==> src/rtl/ple_pkg.sv <==
package ple_pkg;

   localparam int CAPACITY = 16;

   localparam int ACTION_W = 2;
   localparam int POS_W    = 5;
   localparam int VALUE_W  = 64;
   localparam int COUNT_W  = 5;
   localparam int STATUS_W = 2;

   localparam int CNT_W = $clog2(CAPACITY + 1);
   localparam int IDX_W = (CAPACITY > 1) ? $clog2(CAPACITY) : 1;
   localparam int CMP_W = (CNT_W > POS_W) ? CNT_W : POS_W;

   localparam logic [ACTION_W-1:0] ACT_INSERT = 2'd0;
   localparam logic [ACTION_W-1:0] ACT_REMOVE = 2'd1;
   localparam logic [ACTION_W-1:0] ACT_CLEAR  = 2'd2;
   localparam logic [ACTION_W-1:0] ACT_DUMP   = 2'd3;

   localparam logic [STATUS_W-1:0] ST_OK    = 2'd0;
   localparam logic [STATUS_W-1:0] ST_RANGE = 2'd1;
   localparam logic [STATUS_W-1:0] ST_FULL  = 2'd2;

   typedef struct packed {
      logic             op_go;
      logic             elem_go;
      logic [IDX_W-1:0] elem_idx;
      logic             elem_last;
   } cmd_type;

   typedef struct packed {
      logic [CNT_W-1:0] count;
   } stat_type;

endpackage

==> src/rtl/ple_ctrl.sv <==
module ple_ctrl (
   input  logic                          clock,
   input  logic                          reset,
   input  logic                          req_valid,
   output logic                          req_stall,
   input  logic [ple_pkg::ACTION_W-1:0]  req_action,
   output logic                          rsp_valid,
   input  logic                          rsp_stall,
   output ple_pkg::cmd_type              cmd,
   input  ple_pkg::stat_type             stat
);

   localparam logic S_IDLE = 1'b0;
   localparam logic S_DUMP = 1'b1;

   logic                        state_ff, state_in;
   logic [ple_pkg::IDX_W-1:0]   idx_ff, idx_in;
   logic                        rsp_valid_ff, rsp_valid_in;
   logic                        slot_free;
   logic                        accept;
   logic                        dump_list;
   logic                        elem_last;

   assign slot_free = !rsp_valid_ff || !rsp_stall;
   assign req_stall = (state_ff != S_IDLE) || !slot_free;
   assign accept    = req_valid && !req_stall;
   assign dump_list = (req_action == ple_pkg::ACT_DUMP) && (stat.count != '0);
   assign elem_last = (ple_pkg::CNT_W'(idx_ff) + ple_pkg::CNT_W'(1)) == stat.count;
   assign rsp_valid = rsp_valid_ff;

   always_comb begin
      cmd.op_go     = accept && !dump_list;
      cmd.elem_go   = (state_ff == S_DUMP) && slot_free;
      cmd.elem_idx  = idx_ff;
      cmd.elem_last = elem_last;
   end

   always_comb begin
      state_in = state_ff;
      idx_in   = idx_ff;
      unique case (state_ff)
         S_IDLE: begin
            if (accept && dump_list) begin
               state_in = S_DUMP;
               idx_in   = '0;
            end
         end
         S_DUMP: begin
            if (slot_free) begin
               if (elem_last) begin
                  state_in = S_IDLE;
               end else begin
                  idx_in = idx_ff + ple_pkg::IDX_W'(1);
               end
            end
         end
         default: state_in = S_IDLE;
      endcase
   end

   always_comb begin
      if (cmd.op_go || cmd.elem_go) begin
         rsp_valid_in = 1'b1;
      end else begin
         rsp_valid_in = rsp_valid_ff && rsp_stall;
      end
   end

   always_ff @(posedge clock) begin
      if (reset) begin
         state_ff     <= S_IDLE;
         idx_ff       <= '0;
         rsp_valid_ff <= 1'b0;
      end else begin
         state_ff     <= state_in;
         idx_ff       <= idx_in;
         rsp_valid_ff <= rsp_valid_in;
      end
   end

endmodule

==> src/rtl/ple_datapath.sv <==
module ple_datapath (
   input  logic                          clock,
   input  logic                          reset,
   input  ple_pkg::cmd_type              cmd,
   output ple_pkg::stat_type             stat,
   input  logic [ple_pkg::ACTION_W-1:0]  req_action,
   input  logic [ple_pkg::POS_W-1:0]     req_position,
   input  logic [ple_pkg::VALUE_W-1:0]   req_item_value,
   output logic [ple_pkg::VALUE_W-1:0]   rsp_element_value,
   output logic                          rsp_has_element,
   output logic [ple_pkg::COUNT_W-1:0]   rsp_element_count,
   output logic [ple_pkg::STATUS_W-1:0]  rsp_status,
   output logic                          rsp_last_result
);

   logic [ple_pkg::VALUE_W-1:0]  entries_ff [ple_pkg::CAPACITY];
   logic [ple_pkg::VALUE_W-1:0]  entries_in [ple_pkg::CAPACITY];
   logic [ple_pkg::CNT_W-1:0]    count_ff, count_in;

   logic [ple_pkg::VALUE_W-1:0]  value_ff, value_in;
   logic                         has_ff, has_in;
   logic [ple_pkg::COUNT_W-1:0]  rcount_ff, rcount_in;
   logic [ple_pkg::STATUS_W-1:0] status_ff, status_in;
   logic                         last_ff, last_in;

   logic [ple_pkg::CMP_W-1:0]    pos_ext;
   logic [ple_pkg::CMP_W-1:0]    cnt_ext;
   logic [ple_pkg::CMP_W-1:0]    cnt_next_ext;
   logic                         ins_range;
   logic                         rem_range;
   logic                         full;
   logic [ple_pkg::STATUS_W-1:0] op_status;

   assign pos_ext      = ple_pkg::CMP_W'(req_position);
   assign cnt_ext      = ple_pkg::CMP_W'(count_ff);
   assign cnt_next_ext = ple_pkg::CMP_W'(count_in);
   assign ins_range    = pos_ext > cnt_ext;
   assign rem_range    = pos_ext >= cnt_ext;
   assign full         = count_ff == ple_pkg::CNT_W'(ple_pkg::CAPACITY);

   assign stat.count = count_ff;

   // list update: all entries shift in parallel
   always_comb begin
      entries_in = entries_ff;
      count_in   = count_ff;
      op_status  = ple_pkg::ST_OK;
      if (cmd.op_go) begin
         unique case (req_action)
            ple_pkg::ACT_INSERT: begin
               if (ins_range) begin
                  op_status = ple_pkg::ST_RANGE;
               end else if (full) begin
                  op_status = ple_pkg::ST_FULL;
               end else begin
                  if (pos_ext == '0) begin
                     entries_in[0] = req_item_value;
                  end
                  for (int i = 1; i < ple_pkg::CAPACITY; i++) begin
                     if (ple_pkg::CMP_W'(i) == pos_ext) begin
                        entries_in[i] = req_item_value;
                     end else if (ple_pkg::CMP_W'(i) > pos_ext) begin
                        entries_in[i] = entries_ff[i-1];
                     end
                  end
                  count_in = count_ff + ple_pkg::CNT_W'(1);
               end
            end
            ple_pkg::ACT_REMOVE: begin
               if (rem_range) begin
                  op_status = ple_pkg::ST_RANGE;
               end else begin
                  for (int i = 0; i < ple_pkg::CAPACITY - 1; i++) begin
                     if (ple_pkg::CMP_W'(i) >= pos_ext) begin
                        entries_in[i] = entries_ff[i+1];
                     end
                  end
                  count_in = count_ff - ple_pkg::CNT_W'(1);
               end
            end
            ple_pkg::ACT_CLEAR: begin
               count_in = '0;
            end
            ple_pkg::ACT_DUMP: begin
            end
            default: begin
            end
         endcase
      end
   end

   always_comb begin
      value_in  = value_ff;
      has_in    = has_ff;
      rcount_in = rcount_ff;
      status_in = status_ff;
      last_in   = last_ff;
      if (cmd.op_go) begin
         value_in  = '0;
         has_in    = 1'b0;
         rcount_in = cnt_next_ext[ple_pkg::COUNT_W-1:0];
         status_in = op_status;
         last_in   = 1'b1;
      end else if (cmd.elem_go) begin
         value_in  = entries_ff[cmd.elem_idx];
         has_in    = 1'b1;
         rcount_in = cnt_ext[ple_pkg::COUNT_W-1:0];
         status_in = ple_pkg::ST_OK;
         last_in   = cmd.elem_last;
      end
   end

   always_ff @(posedge clock) begin
      if (reset) begin
         count_ff <= '0;
      end else begin
         count_ff <= count_in;
      end
   end

   always_ff @(posedge clock) begin
      entries_ff <= entries_in;
      value_ff   <= value_in;
      has_ff     <= has_in;
      rcount_ff  <= rcount_in;
      status_ff  <= status_in;
      last_ff    <= last_in;
   end

   assign rsp_element_value = value_ff;
   assign rsp_has_element   = has_ff;
   assign rsp_element_count = rcount_ff;
   assign rsp_status        = status_ff;
   assign rsp_last_result   = last_ff;

endmodule

==> src/rtl/positional_list_engine.sv <==
// Insert, remove, clear: one result, valid the cycle after the transfer; a new
// request can be taken every cycle while the result register drains.
// Dump: the request is taken, then one element per cycle while not stalled, from
// the element register file (one empty result if empty), then the next request.
// Reset (synchronous, active high) empties the list and drops any pending result.
module positional_list_engine (
   input  logic                          clock,
   input  logic                          reset,
   input  logic                          req_valid,
   output logic                          req_stall,
   input  logic [ple_pkg::ACTION_W-1:0]  req_action,
   input  logic [ple_pkg::POS_W-1:0]     req_position,
   input  logic [ple_pkg::VALUE_W-1:0]   req_item_value,
   output logic                          rsp_valid,
   input  logic                          rsp_stall,
   output logic [ple_pkg::VALUE_W-1:0]   rsp_element_value,
   output logic                          rsp_has_element,
   output logic [ple_pkg::COUNT_W-1:0]   rsp_element_count,
   output logic [ple_pkg::STATUS_W-1:0]  rsp_status,
   output logic                          rsp_last_result
);

   ple_pkg::cmd_type  cmd;
   ple_pkg::stat_type stat;

   ple_ctrl u_ctrl (
      .clock      (clock),
      .reset      (reset),
      .req_valid  (req_valid),
      .req_stall  (req_stall),
      .req_action (req_action),
      .rsp_valid  (rsp_valid),
      .rsp_stall  (rsp_stall),
      .cmd        (cmd),
      .stat       (stat)
   );

   ple_datapath u_datapath (
      .clock             (clock),
      .reset             (reset),
      .cmd               (cmd),
      .stat              (stat),
      .req_action        (req_action),
      .req_position      (req_position),
      .req_item_value    (req_item_value),
      .rsp_element_value (rsp_element_value),
      .rsp_has_element   (rsp_has_element),
      .rsp_element_count (rsp_element_count),
      .rsp_status        (rsp_status),
      .rsp_last_result   (rsp_last_result)
   );

endmodule

==> config.mk <==
export PLATFORM = sky130hd
export DESIGN_NAME = positional_list_engine
export DESIGN_NICKNAME = d
export VERILOG_FILES = /design/src/rtl/ple_pkg.sv /design/src/rtl/ple_ctrl.sv /design/src/rtl/ple_datapath.sv /design/src/rtl/positional_list_engine.sv
export SDC_FILE = /design/constraint.sdc
export NUM_CORES = 2
export LEC_CHECK = 0
export ABC_CLOCK_PERIOD_IN_PS = 35600
export BUFFER_PORTS_ARGS = -buffer_cell sky130_fd_sc_hd__buf_2
export CORE_MARGIN = 4
export CORE_UTILIZATION = 44
export CTS_CLUSTER_SIZE = 28
export DETAILED_ROUTE_END_ITERATION = 7
export PLACE_DENSITY = 0.64
export SLEW_MARGIN = 10
export SYNTH_ARGS = -nofsm -noshare
export SYNTH_HDL_FRONTEND = slang
export SYNTH_SLANG_ARGS = --single-unit
==> constraint.sdc <==
create_clock -name clock -period 35.6 [get_ports clock]
set_clock_uncertainty 0.15 [all_clocks]
set_input_delay 1.78 -clock clock [delete_from_list [all_inputs] [get_ports clock]]
set_output_delay 1.78 -clock clock [all_outputs]
set_load 0.02 [all_outputs]
==> impl_metrics.ini <==
[setup_path]
critPathTopFamily = buffers and inverters
reg2reg_slack_ps = 27950
path_depth = 12
crit_start = req_position[3]
max_stage_delay_ps = 1030
rr_worst_depth = 12
crit_type = in -> reg
endpoint = u_datapath.entries_ff[174]$_DFFE_PP_
endpoint_kind = register
slowest_stage = buf_4
worst_ep_arrival_time_ps = 8620
cp_max_fo = 109
path_cells = buf_2, ha_1, and3_1, o21ai_1, a21oi_1, or3_4, buf_4, buf_4, buf_4, buf_4, buf_4, o21ai_0
critical_path.most_common_cell = buf_4
crit_buf_inv = 6
startpoint_type = primary input
timing.rr.end = u_datapath.entries_ff[174]$_DFFE_PP_
regToRegStartpoint = u_datapath.stat[4]$_SDFF_PP0_
required_ps = 35930

[drt]
routedWlPerCell_um = 28.3
ant_nets = 0
drtPass1Iterations = 6
viasPerCell = 6.37
drc = 0
drt_first_iter_violations = 6132
wirelength_um = 194000
num_vias = 43700

[timing]
hold_violations = 0
period_share_pct = 23.3
setup_viol = 0
slew_headroom_pct = 11.2
setup_tns_ps = 0
fmax_mhz = 121
slew_violations = 0
worst_pin_slew_ps = 1330
period_minus_slack_ps = 8290
rsz0062_at_grt = false
hold_ws_ps = 309

[cells_and_area]
multiInputGateArea_um2 = 27300
areaGrowthSynthToFinish_pct = 9.36
nFillCells = 12300
nets = 4949
seqCellArea_um2 = 32500
drive_above_1_share_pct = 16.9

[floorplan]
io_pins = 150
die_h_um = 383
row_count = 137
start_util_pct = 44.3
design.core.area_um2 = 140000
fp.dieW_um = 383
die_area_um2 = 147000

[pwr]
vdd_drop_max_mv = 0.0369
leakage_nw = 25.4
powerDensity_nw_per_um2 = 46.0

[yosys]
ys_types = 55
syn_area_per_cell_um2 = 12.4
ys_warn_count = 0
synth-seq-cells = 1108
synthesis.area_um2 = 61900
async_reset_ff_share_pct = 0
ys_seq_area_share_pct = 52.5
synth-edff-count = 1031
syn_inst = 4990
syn-num-nets = 5073
synth_top_flop_cell = edfxtp_1

[placed_design]
dp_hpwl_um = 97700
place.gp.congestion = 0.822
port_buffers = 149

[global_routing]
grt_overflow_total = 0
grt_max_degree = 248
grt_pass1_wl_um = 285000
grt_use_total_pct = 25.7
grt_pass1_vias = 41700
antenna_found_initial = 29

[clock_tree]
cts_tree = done
ctsHoldBuffers = 0
cts_sinks = 1108
htree_levels = 3
numCtsBuffers = 121
cts_resized = 0
cts_root_buf = clkbuf_16
cts_buffer_depth = 3
path_clk_slew_ps = 60
cts_post_setup_buffers_inserted = 0
worstSkewPairLatency_ps = 770

[run_status]
outcome = finished, final reports clean

[run]
max_cap_viol_count = 0

[min_path]
hp-class = reg -> reg
## power by group
group	leakage, nW	internal (mW)	switching [mW]
Clock	2.01	0.760	0.560
Combinational	13.3	0.0983	0.209
Sequential	10.1	1.47	0.0184
## kinds of logic (layout without fill, tap and decap cells)
group	Yosys count	count (layout)	synth area share [%]
muxes	1282	1282	27.3
buffers and inverters	491	474	3.95
and+or+nand+nor	1011	1011	6.37
AOI/OAI and AO/OA	1085	1085	9.66
other	0	12	0
adders and majority gates	8	8	0.162
DFF	1108	1108	52.5
xor gates and xnor gates	5	5	0.0707
## through the flow
step,util [%],power [mW],area (µm²),cells,setup slack (ps)
final,48.5,3.12,67700,6861,27310
after detailed placement,45.5,1.82,63600,6619,26650
after floorplan,-,1.74,61900,4990,21560
after global routing,48.5,3.22,67700,6854,26910
after global placement,45.5,1.81,63600,6619,26740
after CTS,48.5,3.13,67700,6849,27490
## state kept, by name, summed over array words and instances, names as in the netlist
| signal | flops |
|---|---|
| u_datapath.entries_ff | 1024 |
| u_datapath.rsp_last_result | 1 |
| u_ctrl.state_ff | 1 |
| u_datapath.rsp_element_value | 64 |
| u_ctrl.rsp_valid | 1 |
| u_datapath.rsp_status | 2 |
| u_datapath.rsp_element_count | 5 |
| u_ctrl.idx_ff | 4 |
| u_datapath.stat | 5 |
| u_datapath.rsp_has_element | 1 |
## metal layers
| metal | share of wire [%] | vias up | GRT usage [%] |
|---|---|---|---|
| li1 | - | 18800 | - |
| met1 | 41 | 22300 | 36.7 |
| met2 | 47 | 2308 | 40.2 |
| met3 | 9.2 | 337 | 4.63 |
| met4 | 2.7 | 20 | 7.86 |
| met5 | 0.076 | - | 0 |
## cell usage after synthesis (19+ instances only)
library cell,n,share of area [%]
mux4_2,320,12
a21oi_1,25,0.20
mux2_2,65,1.2
buf_2,71,0.57
buf_6,59,1.1
nand2_1,924,5.6
dfxtp_1,77,2.5
buf_1,29,0.18
clkbuf_1,302,1.8
a22o_1,128,1.8
nor2_1,24,0.15
buf_4,19,0.23
o21ai_0,401,3.2
o21ai_1,504,4.1
mux2i_1,897,14
edfxtp_1,1031,50
## layout make-up
class                           instances  share of cell area [%]
Antenna cell                           12                  0.0443
Clock buffer                          159                    4.80
Clock inverter                         71                    1.24
Inverter                               11                  0.0610
Multi-Input combinational cell       3391                    40.2
Sequential cell                      1108                    48.0
Tap cell                             1876                    3.47
Timing Repair Buffer                  233                    2.14
## cells in the final DEF (no fill, tap or decap), types with 4 or more instances in the layout
cell       netlist  layout
clkbuf_8         0       8
mux2_2          65      65
buf_12           0       6
a22o_1         128     128
nand2_1        924     920
nor3_2           1       4
nor2_1          24      16
nand4_1          5       5
diode_2          0      12
clkinv_2         0      28
a21oi_1         25      21
mux4_2         320     320
o21ai_1        504     504
nand3_1         16      13
o21ai_0        401     401
bufinv_16        0      16
inv_1           11      11
nor3_1           9       5
clkinv_1         0      18
nor2_4           0       8
mux2i_1        897     897
buf_2           71     149
and2_1           5       4
buf_4           19      78
nand2_4          0       4
a31oi_1          4       4
edfxtp_1      1031    1031
clkbuf_1       302      30
nor2b_1          6       4
a21oi_4          0       4
clkbuf_16        0     121
dfxtp_1         77      73
a21o_1           5       5
ha_1             8       8
dfxtp_4          0       4
## worst min-delay path by stage
stage	endpoint	start	cells after the start
after global routing	u_datapath.rsp_element_value[1]$_SDFFE_PN0P_	u_datapath.rsp_element_value[1]$_SDFFE_PN0P_	1
final	u_datapath.rsp_has_element$_SDFFE_PN0P_	u_datapath.rsp_has_element$_SDFFE_PN0P_	1
after floorplan	u_ctrl.state_ff$_SDFF_PP0_	u_ctrl.state_ff$_SDFF_PP0_	2
after CTS	u_datapath.rsp_has_element$_SDFFE_PN0P_	u_datapath.rsp_has_element$_SDFFE_PN0P_	1
after global placement	u_datapath.rsp_has_element$_SDFFE_PN0P_	u_datapath.rsp_has_element$_SDFFE_PN0P_	1
after detailed placement	u_datapath.rsp_has_element$_SDFFE_PN0P_	u_datapath.rsp_has_element$_SDFFE_PN0P_	1
No activity file was read; power rests on OpenSTA's default activity.
